$ cat src/rtl/basp_pkg.sv
// basp_pkg: shared types and constants of the advertising report sensor parser
// no dependencies; used by basp_front, basp_queue and the top level
package basp_pkg;

    localparam int ADDR_W     = 48;
    localparam int CFG_IDX_W  = 3;
    localparam int CFG_DATA_W = 48;
    localparam int MASK_W     = 6;

    // configuration register indexes (address registers sit at 0 .. count-1)
    localparam logic [CFG_IDX_W-1:0] CFG_MASK_IDX = 3'd6;

    localparam logic [2:0] ADDR_LAST_BYTE = 3'd5;

    localparam logic [7:0] SUB_ADV_REPORT = 8'h02;
    localparam logic [7:0] AD_TYPE_MFR    = 8'hFF;
    localparam logic [7:0] MFR_SIGNATURE  = 8'hC2;
    localparam logic [7:0] MFR_MIN_LEN    = 8'd5;

    // byte positions inside one AD structure
    localparam logic [7:0] POS_LEN  = 8'd0;
    localparam logic [7:0] POS_TYPE = 8'd1;
    localparam logic [7:0] POS_SIG  = 8'd2;
    localparam logic [7:0] POS_TLO  = 8'd3;
    localparam logic [7:0] POS_THI  = 8'd4;
    localparam logic [7:0] POS_HUM  = 8'd5;

    // report record queue between front and back
    localparam int RPT_AW    = 2;
    localparam int RPT_DEPTH = 1 << RPT_AW;

    typedef enum logic [2:0] {
        PH_IDLE,
        PH_EVT_TYPE,
        PH_ADDR_TYPE,
        PH_ADDR,
        PH_DATA_LEN,
        PH_DATA,
        PH_RSSI,
        PH_DONE
    } t_phase;

    typedef struct packed {
        logic [15:0] temp;
        logic [7:0]  hum;
    } t_reading;

    // request from the parser to the reading queue
    typedef struct packed {
        logic        wr;
        t_reading    reading;
        logic        commit;
        logic        abort;
        logic [2:0]  dev;
        logic [7:0]  rssi;
    } t_fe_req;

endpackage

$ cat src/rtl/ble_adv_sensor_report_parser.sv
// ble_adv_sensor_report_parser: top level, parser front and reading queue back
// depends on basp_pkg, basp_front, basp_queue
//
//  channel  | valid        | stall        | payload
//  ---------+--------------+--------------+------------------------------------------
//  input    | i_in_valid   | o_in_stall   | i_subevent i_data_byte i_first_byte
//           |              |              | i_last_byte
//  output   | o_out_valid  | i_out_stall  | o_device_index o_temperature_tenths
//           |              |              | o_humidity o_rssi o_run_last
//  config   | i_cfg_we     | -            | i_cfg_index i_cfg_data
//
// one event byte per cycle unless stalled; the parser does constant work per byte
// a report's readings leave one per cycle when not stalled, after its rssi byte
// o_in_stall rises only while the reading store (2 x PENDING_DEPTH rounded up to a
// power of two) or the four-entry report queue is full
// synchronous active-low reset clears the parser, the queue pointers and the config
module ble_adv_sensor_report_parser #(
    parameter int PENDING_DEPTH = 8,
    parameter int DEVICE_COUNT  = 6
) (
    input  logic                             i_clk,
    input  logic                             i_rst_n,
    input  logic                             i_in_valid,
    output logic                             o_in_stall,
    input  logic [7:0]                       i_subevent,
    input  logic [7:0]                       i_data_byte,
    input  logic                             i_first_byte,
    input  logic                             i_last_byte,
    output logic                             o_out_valid,
    input  logic                             i_out_stall,
    output logic [2:0]                       o_device_index,
    output logic signed [15:0]               o_temperature_tenths,
    output logic [7:0]                       o_humidity,
    output logic signed [7:0]                o_rssi,
    output logic                             o_run_last,
    input  logic                             i_cfg_we,
    input  logic [basp_pkg::CFG_IDX_W-1:0]   i_cfg_index,
    input  logic [basp_pkg::CFG_DATA_W-1:0]  i_cfg_data
);

    basp_pkg::t_fe_req req;
    logic              full;
    logic              accept;
    logic [15:0]       temp_bits;
    logic [7:0]        rssi_bits;

    assign o_in_stall = full;
    assign accept     = i_in_valid && !full;

    basp_front #(
        .PENDING_DEPTH (PENDING_DEPTH),
        .DEVICE_COUNT  (DEVICE_COUNT)
    ) u_front (
        .i_clk        (i_clk),
        .i_rst_n      (i_rst_n),
        .i_accept     (accept),
        .i_subevent   (i_subevent),
        .i_data_byte  (i_data_byte),
        .i_first_byte (i_first_byte),
        .i_last_byte  (i_last_byte),
        .i_cfg_we     (i_cfg_we),
        .i_cfg_index  (i_cfg_index),
        .i_cfg_data   (i_cfg_data),
        .o_req        (req)
    );

    basp_queue #(
        .PENDING_DEPTH (PENDING_DEPTH)
    ) u_queue (
        .i_clk          (i_clk),
        .i_rst_n        (i_rst_n),
        .i_req          (req),
        .o_full         (full),
        .o_out_valid    (o_out_valid),
        .i_out_stall    (i_out_stall),
        .o_device_index (o_device_index),
        .o_temperature  (temp_bits),
        .o_humidity     (o_humidity),
        .o_rssi         (rssi_bits),
        .o_run_last     (o_run_last)
    );

    assign o_temperature_tenths = $signed(temp_bits);
    assign o_rssi               = $signed(rssi_bits);

endmodule

$ cat src/rtl/basp_front.sv
// basp_front: byte-wise parser of HCI LE advertising report events
// holds the configuration registers; depends on basp_pkg
module basp_front #(
    parameter int PENDING_DEPTH = 8,
    parameter int DEVICE_COUNT  = 6
) (
    input  logic                                i_clk,
    input  logic                                i_rst_n,
    input  logic                                i_accept,
    input  logic [7:0]                          i_subevent,
    input  logic [7:0]                          i_data_byte,
    input  logic                                i_first_byte,
    input  logic                                i_last_byte,
    input  logic                                i_cfg_we,
    input  logic [basp_pkg::CFG_IDX_W-1:0]      i_cfg_index,
    input  logic [basp_pkg::CFG_DATA_W-1:0]     i_cfg_data,
    output basp_pkg::t_fe_req                   o_req
);

    localparam int CW = $clog2(PENDING_DEPTH + 1);

    logic [basp_pkg::ADDR_W-1:0] r_dev_addr [DEVICE_COUNT];
    logic [basp_pkg::MASK_W-1:0] r_enable_mask;

    basp_pkg::t_phase r_phase, n_phase;
    logic [7:0]  r_reports_left, n_reports_left;
    logic [2:0]  r_field_cnt, n_field_cnt;
    logic [basp_pkg::ADDR_W-1:0] r_addr_shift, n_addr_shift;
    logic        r_match_valid, n_match_valid;
    logic [2:0]  r_match_idx, n_match_idx;
    logic [7:0]  r_adv_left, n_adv_left;
    logic [7:0]  r_ad_len, n_ad_len;
    logic [7:0]  r_ad_pos, n_ad_pos;
    logic        r_ad_mfr, n_ad_mfr;
    logic        r_ad_ok, n_ad_ok;
    logic [7:0]  r_temp_lo, n_temp_lo;
    logic [15:0] r_temp_stage, n_temp_stage;
    logic [CW-1:0] r_pending, n_pending;

    logic [basp_pkg::ADDR_W-1:0] addr_next;
    logic        hit;
    logic [2:0]  hit_idx;

    assign addr_next = {r_addr_shift[basp_pkg::ADDR_W-9:0], i_data_byte};

    // lowest enabled matching index wins
    always_comb begin
        hit     = 1'b0;
        hit_idx = '0;
        for (int i = DEVICE_COUNT - 1; i >= 0; i--) begin
            if (r_enable_mask[i] && (r_dev_addr[i] == addr_next)) begin
                hit     = 1'b1;
                hit_idx = 3'(i);
            end
        end
    end

    always_ff @(posedge i_clk) begin
        if (!i_rst_n) begin
            r_enable_mask <= '0;
            for (int i = 0; i < DEVICE_COUNT; i++) begin
                r_dev_addr[i] <= '0;
            end
        end else if (i_cfg_we) begin
            for (int i = 0; i < DEVICE_COUNT; i++) begin
                if (i_cfg_index == basp_pkg::CFG_IDX_W'(i)) begin
                    r_dev_addr[i] <= i_cfg_data;
                end
            end
            if (i_cfg_index == basp_pkg::CFG_MASK_IDX) begin
                r_enable_mask <= i_cfg_data[basp_pkg::MASK_W-1:0];
            end
        end
    end

    // next phase
    always_comb begin
        n_phase = r_phase;
        if (i_accept) begin
            if (i_first_byte) begin
                if (i_subevent != basp_pkg::SUB_ADV_REPORT) begin
                    n_phase = basp_pkg::PH_IDLE;
                end else if (i_data_byte == 8'd0) begin
                    n_phase = basp_pkg::PH_DONE;
                end else begin
                    n_phase = basp_pkg::PH_EVT_TYPE;
                end
            end else begin
                case (r_phase)
                    basp_pkg::PH_EVT_TYPE:  n_phase = basp_pkg::PH_ADDR_TYPE;
                    basp_pkg::PH_ADDR_TYPE: n_phase = basp_pkg::PH_ADDR;
                    basp_pkg::PH_ADDR: begin
                        if (r_field_cnt == basp_pkg::ADDR_LAST_BYTE) begin
                            n_phase = basp_pkg::PH_DATA_LEN;
                        end
                    end
                    basp_pkg::PH_DATA_LEN: begin
                        n_phase = (i_data_byte == 8'd0) ? basp_pkg::PH_RSSI
                                                        : basp_pkg::PH_DATA;
                    end
                    basp_pkg::PH_DATA: begin
                        if (r_adv_left == 8'd1) begin
                            n_phase = basp_pkg::PH_RSSI;
                        end
                    end
                    basp_pkg::PH_RSSI: begin
                        n_phase = (r_reports_left == 8'd1) ? basp_pkg::PH_DONE
                                                           : basp_pkg::PH_EVT_TYPE;
                    end
                    default: ;
                endcase
            end
            if (i_last_byte) begin
                n_phase = basp_pkg::PH_IDLE;
            end
        end
    end

    // field state and requests to the queue
    always_comb begin
        n_reports_left = r_reports_left;
        n_field_cnt    = r_field_cnt;
        n_addr_shift   = r_addr_shift;
        n_match_valid  = r_match_valid;
        n_match_idx    = r_match_idx;
        n_adv_left     = r_adv_left;
        n_ad_len       = r_ad_len;
        n_ad_pos       = r_ad_pos;
        n_ad_mfr       = r_ad_mfr;
        n_ad_ok        = r_ad_ok;
        n_temp_lo      = r_temp_lo;
        n_temp_stage   = r_temp_stage;
        n_pending      = r_pending;
        o_req          = '0;
        o_req.reading  = {r_temp_stage, i_data_byte};
        o_req.dev      = r_match_idx;
        o_req.rssi     = i_data_byte;
        if (i_accept) begin
            if (i_first_byte) begin
                n_pending   = '0;
                o_req.abort = 1'b1;
                if (i_subevent == basp_pkg::SUB_ADV_REPORT) begin
                    n_reports_left = i_data_byte;
                end
            end else begin
                case (r_phase)
                    basp_pkg::PH_ADDR_TYPE: begin
                        n_field_cnt  = '0;
                        n_addr_shift = '0;
                    end
                    basp_pkg::PH_ADDR: begin
                        n_addr_shift = addr_next;
                        n_field_cnt  = r_field_cnt + 3'd1;
                        if (r_field_cnt == basp_pkg::ADDR_LAST_BYTE) begin
                            n_match_valid = hit;
                            n_match_idx   = hit_idx;
                        end
                    end
                    basp_pkg::PH_DATA_LEN: begin
                        n_adv_left  = i_data_byte;
                        n_ad_pos    = basp_pkg::POS_LEN;
                        n_ad_len    = '0;
                        n_ad_mfr    = 1'b0;
                        n_ad_ok     = r_match_valid;
                        n_pending   = '0;
                        o_req.abort = 1'b1;
                    end
                    basp_pkg::PH_DATA: begin
                        n_adv_left = r_adv_left - 8'd1;
                        if (r_ad_ok) begin
                            if (r_ad_pos == basp_pkg::POS_LEN) begin
                                // structure must fit in what is left of the data
                                if (r_adv_left < 8'd2 ||
                                    ({1'b0, i_data_byte} + 9'd1) > {1'b0, r_adv_left}) begin
                                    n_ad_ok = 1'b0;
                                end else begin
                                    n_ad_len = i_data_byte;
                                    n_ad_pos = (i_data_byte == 8'd0) ? basp_pkg::POS_LEN
                                                                     : basp_pkg::POS_TYPE;
                                end
                            end else begin
                                case (r_ad_pos)
                                    basp_pkg::POS_TYPE: begin
                                        n_ad_mfr = (i_data_byte == basp_pkg::AD_TYPE_MFR);
                                    end
                                    basp_pkg::POS_SIG: begin
                                        if (i_data_byte != basp_pkg::MFR_SIGNATURE) begin
                                            n_ad_mfr = 1'b0;
                                        end
                                    end
                                    basp_pkg::POS_TLO: n_temp_lo = i_data_byte;
                                    basp_pkg::POS_THI: n_temp_stage = {i_data_byte, r_temp_lo};
                                    basp_pkg::POS_HUM: begin
                                        if (r_ad_mfr && r_ad_len >= basp_pkg::MFR_MIN_LEN &&
                                            r_pending < CW'(PENDING_DEPTH)) begin
                                            o_req.wr  = 1'b1;
                                            n_pending = r_pending + CW'(1);
                                        end
                                    end
                                    default: ;
                                endcase
                                n_ad_pos = (r_ad_pos == r_ad_len) ? basp_pkg::POS_LEN
                                                                  : r_ad_pos + 8'd1;
                            end
                        end
                    end
                    basp_pkg::PH_RSSI: begin
                        o_req.commit   = 1'b1;
                        n_pending      = '0;
                        n_reports_left = r_reports_left - 8'd1;
                    end
                    default: ;
                endcase
            end
            if (i_last_byte) begin
                n_pending   = '0;
                o_req.abort = 1'b1;
            end
        end
    end

    always_ff @(posedge i_clk) begin
        if (!i_rst_n) begin
            r_phase        <= basp_pkg::PH_IDLE;
            r_reports_left <= '0;
            r_field_cnt    <= '0;
            r_match_valid  <= 1'b0;
            r_match_idx    <= '0;
            r_adv_left     <= '0;
            r_ad_len       <= '0;
            r_ad_pos       <= '0;
            r_ad_mfr       <= 1'b0;
            r_ad_ok        <= 1'b0;
            r_pending      <= '0;
        end else begin
            r_phase        <= n_phase;
            r_reports_left <= n_reports_left;
            r_field_cnt    <= n_field_cnt;
            r_match_valid  <= n_match_valid;
            r_match_idx    <= n_match_idx;
            r_adv_left     <= n_adv_left;
            r_ad_len       <= n_ad_len;
            r_ad_pos       <= n_ad_pos;
            r_ad_mfr       <= n_ad_mfr;
            r_ad_ok        <= n_ad_ok;
            r_pending      <= n_pending;
        end
    end

    always_ff @(posedge i_clk) begin
        r_addr_shift <= n_addr_shift;
        r_temp_lo    <= n_temp_lo;
        r_temp_stage <= n_temp_stage;
    end

endmodule

$ cat src/rtl/basp_queue.sv
// basp_queue: reading store with tentative writes, report record queue and output register
// readings become visible only when their report commits; depends on basp_pkg
module basp_queue #(
    parameter int PENDING_DEPTH = 8
) (
    input  logic                i_clk,
    input  logic                i_rst_n,
    input  basp_pkg::t_fe_req   i_req,
    output logic                o_full,
    output logic                o_out_valid,
    input  logic                i_out_stall,
    output logic [2:0]          o_device_index,
    output logic [15:0]         o_temperature,
    output logic [7:0]          o_humidity,
    output logic [7:0]          o_rssi,
    output logic                o_run_last
);

    localparam int AW    = $clog2(2 * PENDING_DEPTH);
    localparam int DEPTH = 1 << AW;
    localparam int PW    = AW + 1;
    localparam int CW    = $clog2(PENDING_DEPTH + 1);
    localparam int RPW   = basp_pkg::RPT_AW + 1;

    basp_pkg::t_reading r_mem [DEPTH];
    logic [PW-1:0] r_wr_ptr, r_commit_ptr, r_rd_ptr;

    logic [2:0]    r_rpt_dev  [basp_pkg::RPT_DEPTH];
    logic [7:0]    r_rpt_rssi [basp_pkg::RPT_DEPTH];
    logic [CW-1:0] r_rpt_cnt  [basp_pkg::RPT_DEPTH];
    logic [RPW-1:0] r_rpt_wr, r_rpt_rd;
    logic [CW-1:0] r_taken;

    logic          r_out_valid;
    basp_pkg::t_reading r_out_reading;
    logic [2:0]    r_out_dev;
    logic [7:0]    r_out_rssi;
    logic          r_out_last;

    logic [PW-1:0] occupancy, tentative;
    logic          store_full, rpt_full, avail, load, head_last;
    logic [basp_pkg::RPT_AW-1:0] head;

    assign occupancy  = r_wr_ptr - r_rd_ptr;
    assign tentative  = r_wr_ptr - r_commit_ptr;
    assign store_full = (occupancy == PW'(DEPTH));
    assign rpt_full   = ((r_rpt_wr - r_rpt_rd) == RPW'(basp_pkg::RPT_DEPTH));
    assign o_full     = store_full || rpt_full;
    assign avail      = (r_commit_ptr != r_rd_ptr);
    assign load       = avail && (!r_out_valid || !i_out_stall);
    assign head       = r_rpt_rd[basp_pkg::RPT_AW-1:0];
    assign head_last  = ((r_taken + CW'(1)) == r_rpt_cnt[head]);

    always_ff @(posedge i_clk) begin
        if (i_req.wr) begin
            r_mem[r_wr_ptr[AW-1:0]] <= i_req.reading;
        end
    end

    // report records: only reports with at least one reading are queued
    always_ff @(posedge i_clk) begin
        if (i_req.commit && tentative != '0) begin
            r_rpt_dev[r_rpt_wr[basp_pkg::RPT_AW-1:0]]  <= i_req.dev;
            r_rpt_rssi[r_rpt_wr[basp_pkg::RPT_AW-1:0]] <= i_req.rssi;
            r_rpt_cnt[r_rpt_wr[basp_pkg::RPT_AW-1:0]]  <= tentative[CW-1:0];
        end
    end

    always_ff @(posedge i_clk) begin
        if (!i_rst_n) begin
            r_wr_ptr     <= '0;
            r_commit_ptr <= '0;
            r_rd_ptr     <= '0;
            r_rpt_wr     <= '0;
            r_rpt_rd     <= '0;
            r_taken      <= '0;
            r_out_valid  <= 1'b0;
        end else begin
            // commit wins over an abort in the same cycle (rssi byte that ends the event)
            if (i_req.commit) begin
                r_commit_ptr <= r_wr_ptr;
                if (tentative != '0) begin
                    r_rpt_wr <= r_rpt_wr + RPW'(1);
                end
            end else if (i_req.abort) begin
                r_wr_ptr <= r_commit_ptr;
            end else if (i_req.wr) begin
                r_wr_ptr <= r_wr_ptr + PW'(1);
            end

            if (load) begin
                r_rd_ptr    <= r_rd_ptr + PW'(1);
                r_out_valid <= 1'b1;
                if (head_last) begin
                    r_taken  <= '0;
                    r_rpt_rd <= r_rpt_rd + RPW'(1);
                end else begin
                    r_taken <= r_taken + CW'(1);
                end
            end else if (!i_out_stall) begin
                r_out_valid <= 1'b0;
            end
        end
    end

    always_ff @(posedge i_clk) begin
        if (load) begin
            r_out_reading <= r_mem[r_rd_ptr[AW-1:0]];
            r_out_dev     <= r_rpt_dev[head];
            r_out_rssi    <= r_rpt_rssi[head];
            r_out_last    <= head_last;
        end
    end

    assign o_out_valid    = r_out_valid;
    assign o_device_index = r_out_dev;
    assign o_temperature  = r_out_reading.temp;
    assign o_humidity     = r_out_reading.hum;
    assign o_rssi         = r_out_rssi;
    assign o_run_last     = r_out_last;

endmodule

$ cat config.mk
export PLATFORM = sky130hd
export DESIGN_NAME = ble_adv_sensor_report_parser
export DESIGN_NICKNAME = d
export VERILOG_FILES = /design/src/rtl/basp_pkg.sv /design/src/rtl/ble_adv_sensor_report_parser.sv /design/src/rtl/basp_front.sv /design/src/rtl/basp_queue.sv
export SDC_FILE = /design/constraint.sdc
export NUM_CORES = 1
export LEC_CHECK = 0
export ABC_AREA = 1
export BUFFER_PORTS_ARGS = -buffer_cell sky130_fd_sc_hd__buf_4
export CORE_MARGIN = 4
export CORE_UTILIZATION = 45
export CTS_BUF_LIST = sky130_fd_sc_hd__clkbuf_16
export CTS_CLUSTER_SIZE = 30
export DETAILED_ROUTE_END_ITERATION = 16
export GPL_TIMING_DRIVEN = 0
export PLACE_DENSITY_LB_ADDON = 0.1
export SLEW_MARGIN = 5
export SYNTH_ARGS = -nofsm -noshare
export SYNTH_HDL_FRONTEND = slang
export SYNTH_SLANG_ARGS = --single-unit
$ cat constraint.sdc
create_clock -name i_clk -period 8.88 [get_ports i_clk]
set_clock_uncertainty 0.15 [all_clocks]
set_input_delay 2.664 -clock i_clk [delete_from_list [all_inputs] [get_ports i_clk]]
set_output_delay 2.664 -clock i_clk [all_outputs]
set_load 0.005 [all_outputs]
==> key figures <==
Run status
  – Outcome: completed

Timing
  – RSZ-0062 raised after global routing: false
  – Rel. slew slack: 12.8%
  – Period utilisation layout: 82.4%
  – Slew at the pin with the worst max-slew slack: 1310 ps
  – F_max: 137 MHz
  – Final setup viols: 0
  – Final Critical Period: 7310 ps
  – Fin. max-slew vios: 0
  – Setup TNS Final: 0 ps
  – Fin. Hold Viols: 0

Synth
  – Mapped Nets: 3882
  – EDFF count, synth: 832
  – XOR/XNOR Fraction of Synth Area: 2.15%
  – Mux share of post-synthesis cell area: 0%
  – Post-synth cell types: 46
  – Synth Instances: 3764
  – Ys flop type: edfxtp_1
  – Area leader, netlist: edfxtp_1
  – Share of the synthesized area in the top cell type: 62.7%
  – Synth Area in Adders: 1.40%
  – Warnings from Yosys: 0
  – Seq cells post-synth: 914
  – Sequential share of the synthesized area: 66.8%
  – Post-synthesis compound-gate area fraction: 9.14%
  – Post-synthesis simple-gate area fraction: 16.2%
  – Area contributors post-synth: edfxtp_1 63%, nor2_1 7.7%, nand2_1 5.5%
  – Cell area after synthesis: 39900 sq um
  – Fraction of synthesis flops using an asynchronous set or reset pin: 0%
  – Syn Area/Cell: 10.6 sq um
  – Largest family of logic cells by synthesized area: simple AND/OR/NAND/NOR gates

Setup path
  – Max FO, Critical Path: 10
  – CP required: 6070 ps
  – Arr. time, crit path: 4500 ps
  – Critical path type: flip-flop to output port
  – Setup crit start kind: flip-flop
  – Worst Setup End Kind: output port
  – R2R Setup Slk: 2770 ps

Route
  – Final ANT Viol Nets: 0
  – 1st-iter DRT viols: 3472
  – Final Routed Wirelength: 136000 microns
  – Vias: 29.5k
  – Drt drc: 0
  – Via/cell ratio: 5.64
  – TritonRoute pass-1 iters: 7
  – Drt wl/cell: 26.1 microns

CTS
  – CTS resizes: 0
  – Reg clk slew, reported paths: 60 ps
  – Insertion delay to the later sink of the worst-skew pair: 690 ps
  – Post-CTS setup buffer count: 0
  – Clock buffer depth: 3
  – H-tree levels: 3
  – Root cell of the clock tree: clkbuf_16
  – Post-CTS Hold Buffers: 0
  – CTS buffer count: 98
  – CTS tree: done
  – Clock sink count: 914

GRT
  – Vias in the first global route: 28.0k
  – GRT Overall Usage: 28.5%
  – Antenna violations before repair: 2
  – Pin count of the biggest net entering global routing: 49
  – First-pass GRT wire length: 194000 microns
  – Grt total ovfl: 0

Placed design
  – Port Buffers: 110
  – Placer Congestion: 0.999
  – Cells after DPL: 5041
  – DPL Wire Length: 94400 microns

Power and ir drop
  – PD cells: 264 nW/um^2
  – Leak: 16.9 nW
  – Worst vdd ir: 0.000173 V

Die
  – Top-Level Pins: 112
  – Die height: 306 microns
  – Row Count: 108
  – CORE AREA: 87300 sq um
  – Initial Utilization: 45.7%
  – DIE AREA: 93400 sq um
  – Chip Width: 306 microns

Final layout
  – Synth-to-Final Area Change: 14.9%
  – Antenna Cells: 0
  – Proportion of layout cells with a drive suffix above 1: 8.30%
  – Fin cells: 5225
  – Fill cells: 7892
  – Final nets: 4104

Min path
  – HP Class: flip-flop to flip-flop

Run
  – Max cap viols: 0
## area by class of cell
class	count	area, sq um	area share (%)
inverter	272	1020	2.23
tap	1155	1450	3.16
clock buffer	101	2530	5.52
multi-input combinational	2410	11700	25.6
buffer	168	672	1.47
timing repair buffer	122	1050	2.30
clock inverter	83	724	1.58
sequential	914	26600	58.2
## registers in the layout (all words and copies together) (netlist names), 6 cells and up, named ones only
name                    cells
u_queue.o_rssi              8
u_front.r_temp_stage       16
u_front.r_ad_pos            8
u_front.r_temp_lo           8
u_front.r_adv_left          8
u_queue.r_mem             384
u_queue.r_rpt_rssi         32
u_front.r_addr_shift       40
u_front.r_dev_addr        288
u_queue.r_rpt_dev          12
u_front.r_ad_len            8
u_queue.r_rpt_cnt          16
u_front.r_reports_left      8
u_front.r_enable_mask       6
u_queue.o_humidity          8
u_queue.o_temperature      16
## cell usage in the layout, fill, tap and decap left out, types with 15 or more instances in the layout
cell type    n
a21oi_1     71
buf_4      117
clkbuf_1   137
clkbuf_16  101
clkinv_1    36
clkinv_2    17
dfxtp_1     82
edfxtp_1   832
ha_1        43
inv_1      280
nand2_1    580
nand3_1    108
nand4_1     33
nor2_1     799
nor2_4      15
nor3_1      29
o21ai_0    395
o221ai_1    38
o22ai_1    111
xnor2_1     32
xor2_1      66
## power by group
group	total [mW]	internal (mW)	leakage, nW	switching [mW]
clock network	4.17	2.39	1.66	1.78
logic	2.72	0.803	6.90	1.92
registers	5.18	5.01	8.34	0.177
## final timing paths
check / from / endpoint / cells past startpoint
worst min-delay path: u_front.r_temp_lo[5] / u_front.r_temp_stage[5] / 0
worst min register to register: u_front.r_temp_lo[5] / u_front.r_temp_stage[5] / 0
worst max register to register: u_queue.r_rd_ptr[1] / u_queue.r_mem[15][9] / 16
worst max-delay path: u_queue.r_rd_ptr[1] / o_in_stall / 14
## cell usage after synthesis, types with 33 or more instances
cell type / instances
edfxtp_1: 832
a21oi_1: 71
nand2_1: 586
clkbuf_1: 137
o221ai_1: 38
nand3_1: 108
nand4_1: 33
inv_1: 259
dfxtp_1: 82
o21ai_0: 395
xor2_1: 66
nor2_1: 818
ha_1: 43
o22ai_1: 111
## metrics by stage
| stage | util [%] | setup slack [ps] | total power, mW | cell area, sq um | hold slack, ps |
|---|---|---|---|---|---|
| floorplan | - | 3560 | 6.77 | 39900 | 250 |
| global placement | 48.3 | 1560 | 7.92 | 42100 | 251 |
| detailed placement | 48.7 | 2260 | 7.98 | 42500 | 256 |
| CTS | 52.4 | 1510 | 12.1 | 45800 | 268 |
| global route | 52.4 | 1370 | 12.6 | 45800 | 264 |
| finish | 52.4 | 1570 | 12.1 | 45800 | 266 |
## worst max-delay path, stage by stage, from the launching register on
cell and delay [ps]:
dfxtp_1 320, buf_2 320, clkinv_1 570, clkbuf_1 450, clkbuf_1 480, ha_1 470
nand2_1 60, nand2_1 110, nand3_1 90, nand2_1 110, xor2_1 230, inv_1 100
a21boi_0 290, inv_1 70, buf_4 140
## cells by family after synthesis
family | after synthesis
AOI/OAI and AO/OA | 654
xor gates and xnor gates | 98
adders and majority gates | 44
buffers and inverters | 440
DFF | 914
and+or+nand+nor | 1614
## metal layers
layer / GRT usage [%] / wire [microns] / vias to the layer above
li1: - / - / 13400
met1: 38.6 / 55100 / 14400
met2: 45.3 / 62900 / 1343
met3: 3.99 / 10300 / 308
met4: 14.7 / 8050 / 2
met5: 0 / 11 / -
No activity file was read; power rests on OpenSTA's default activity.
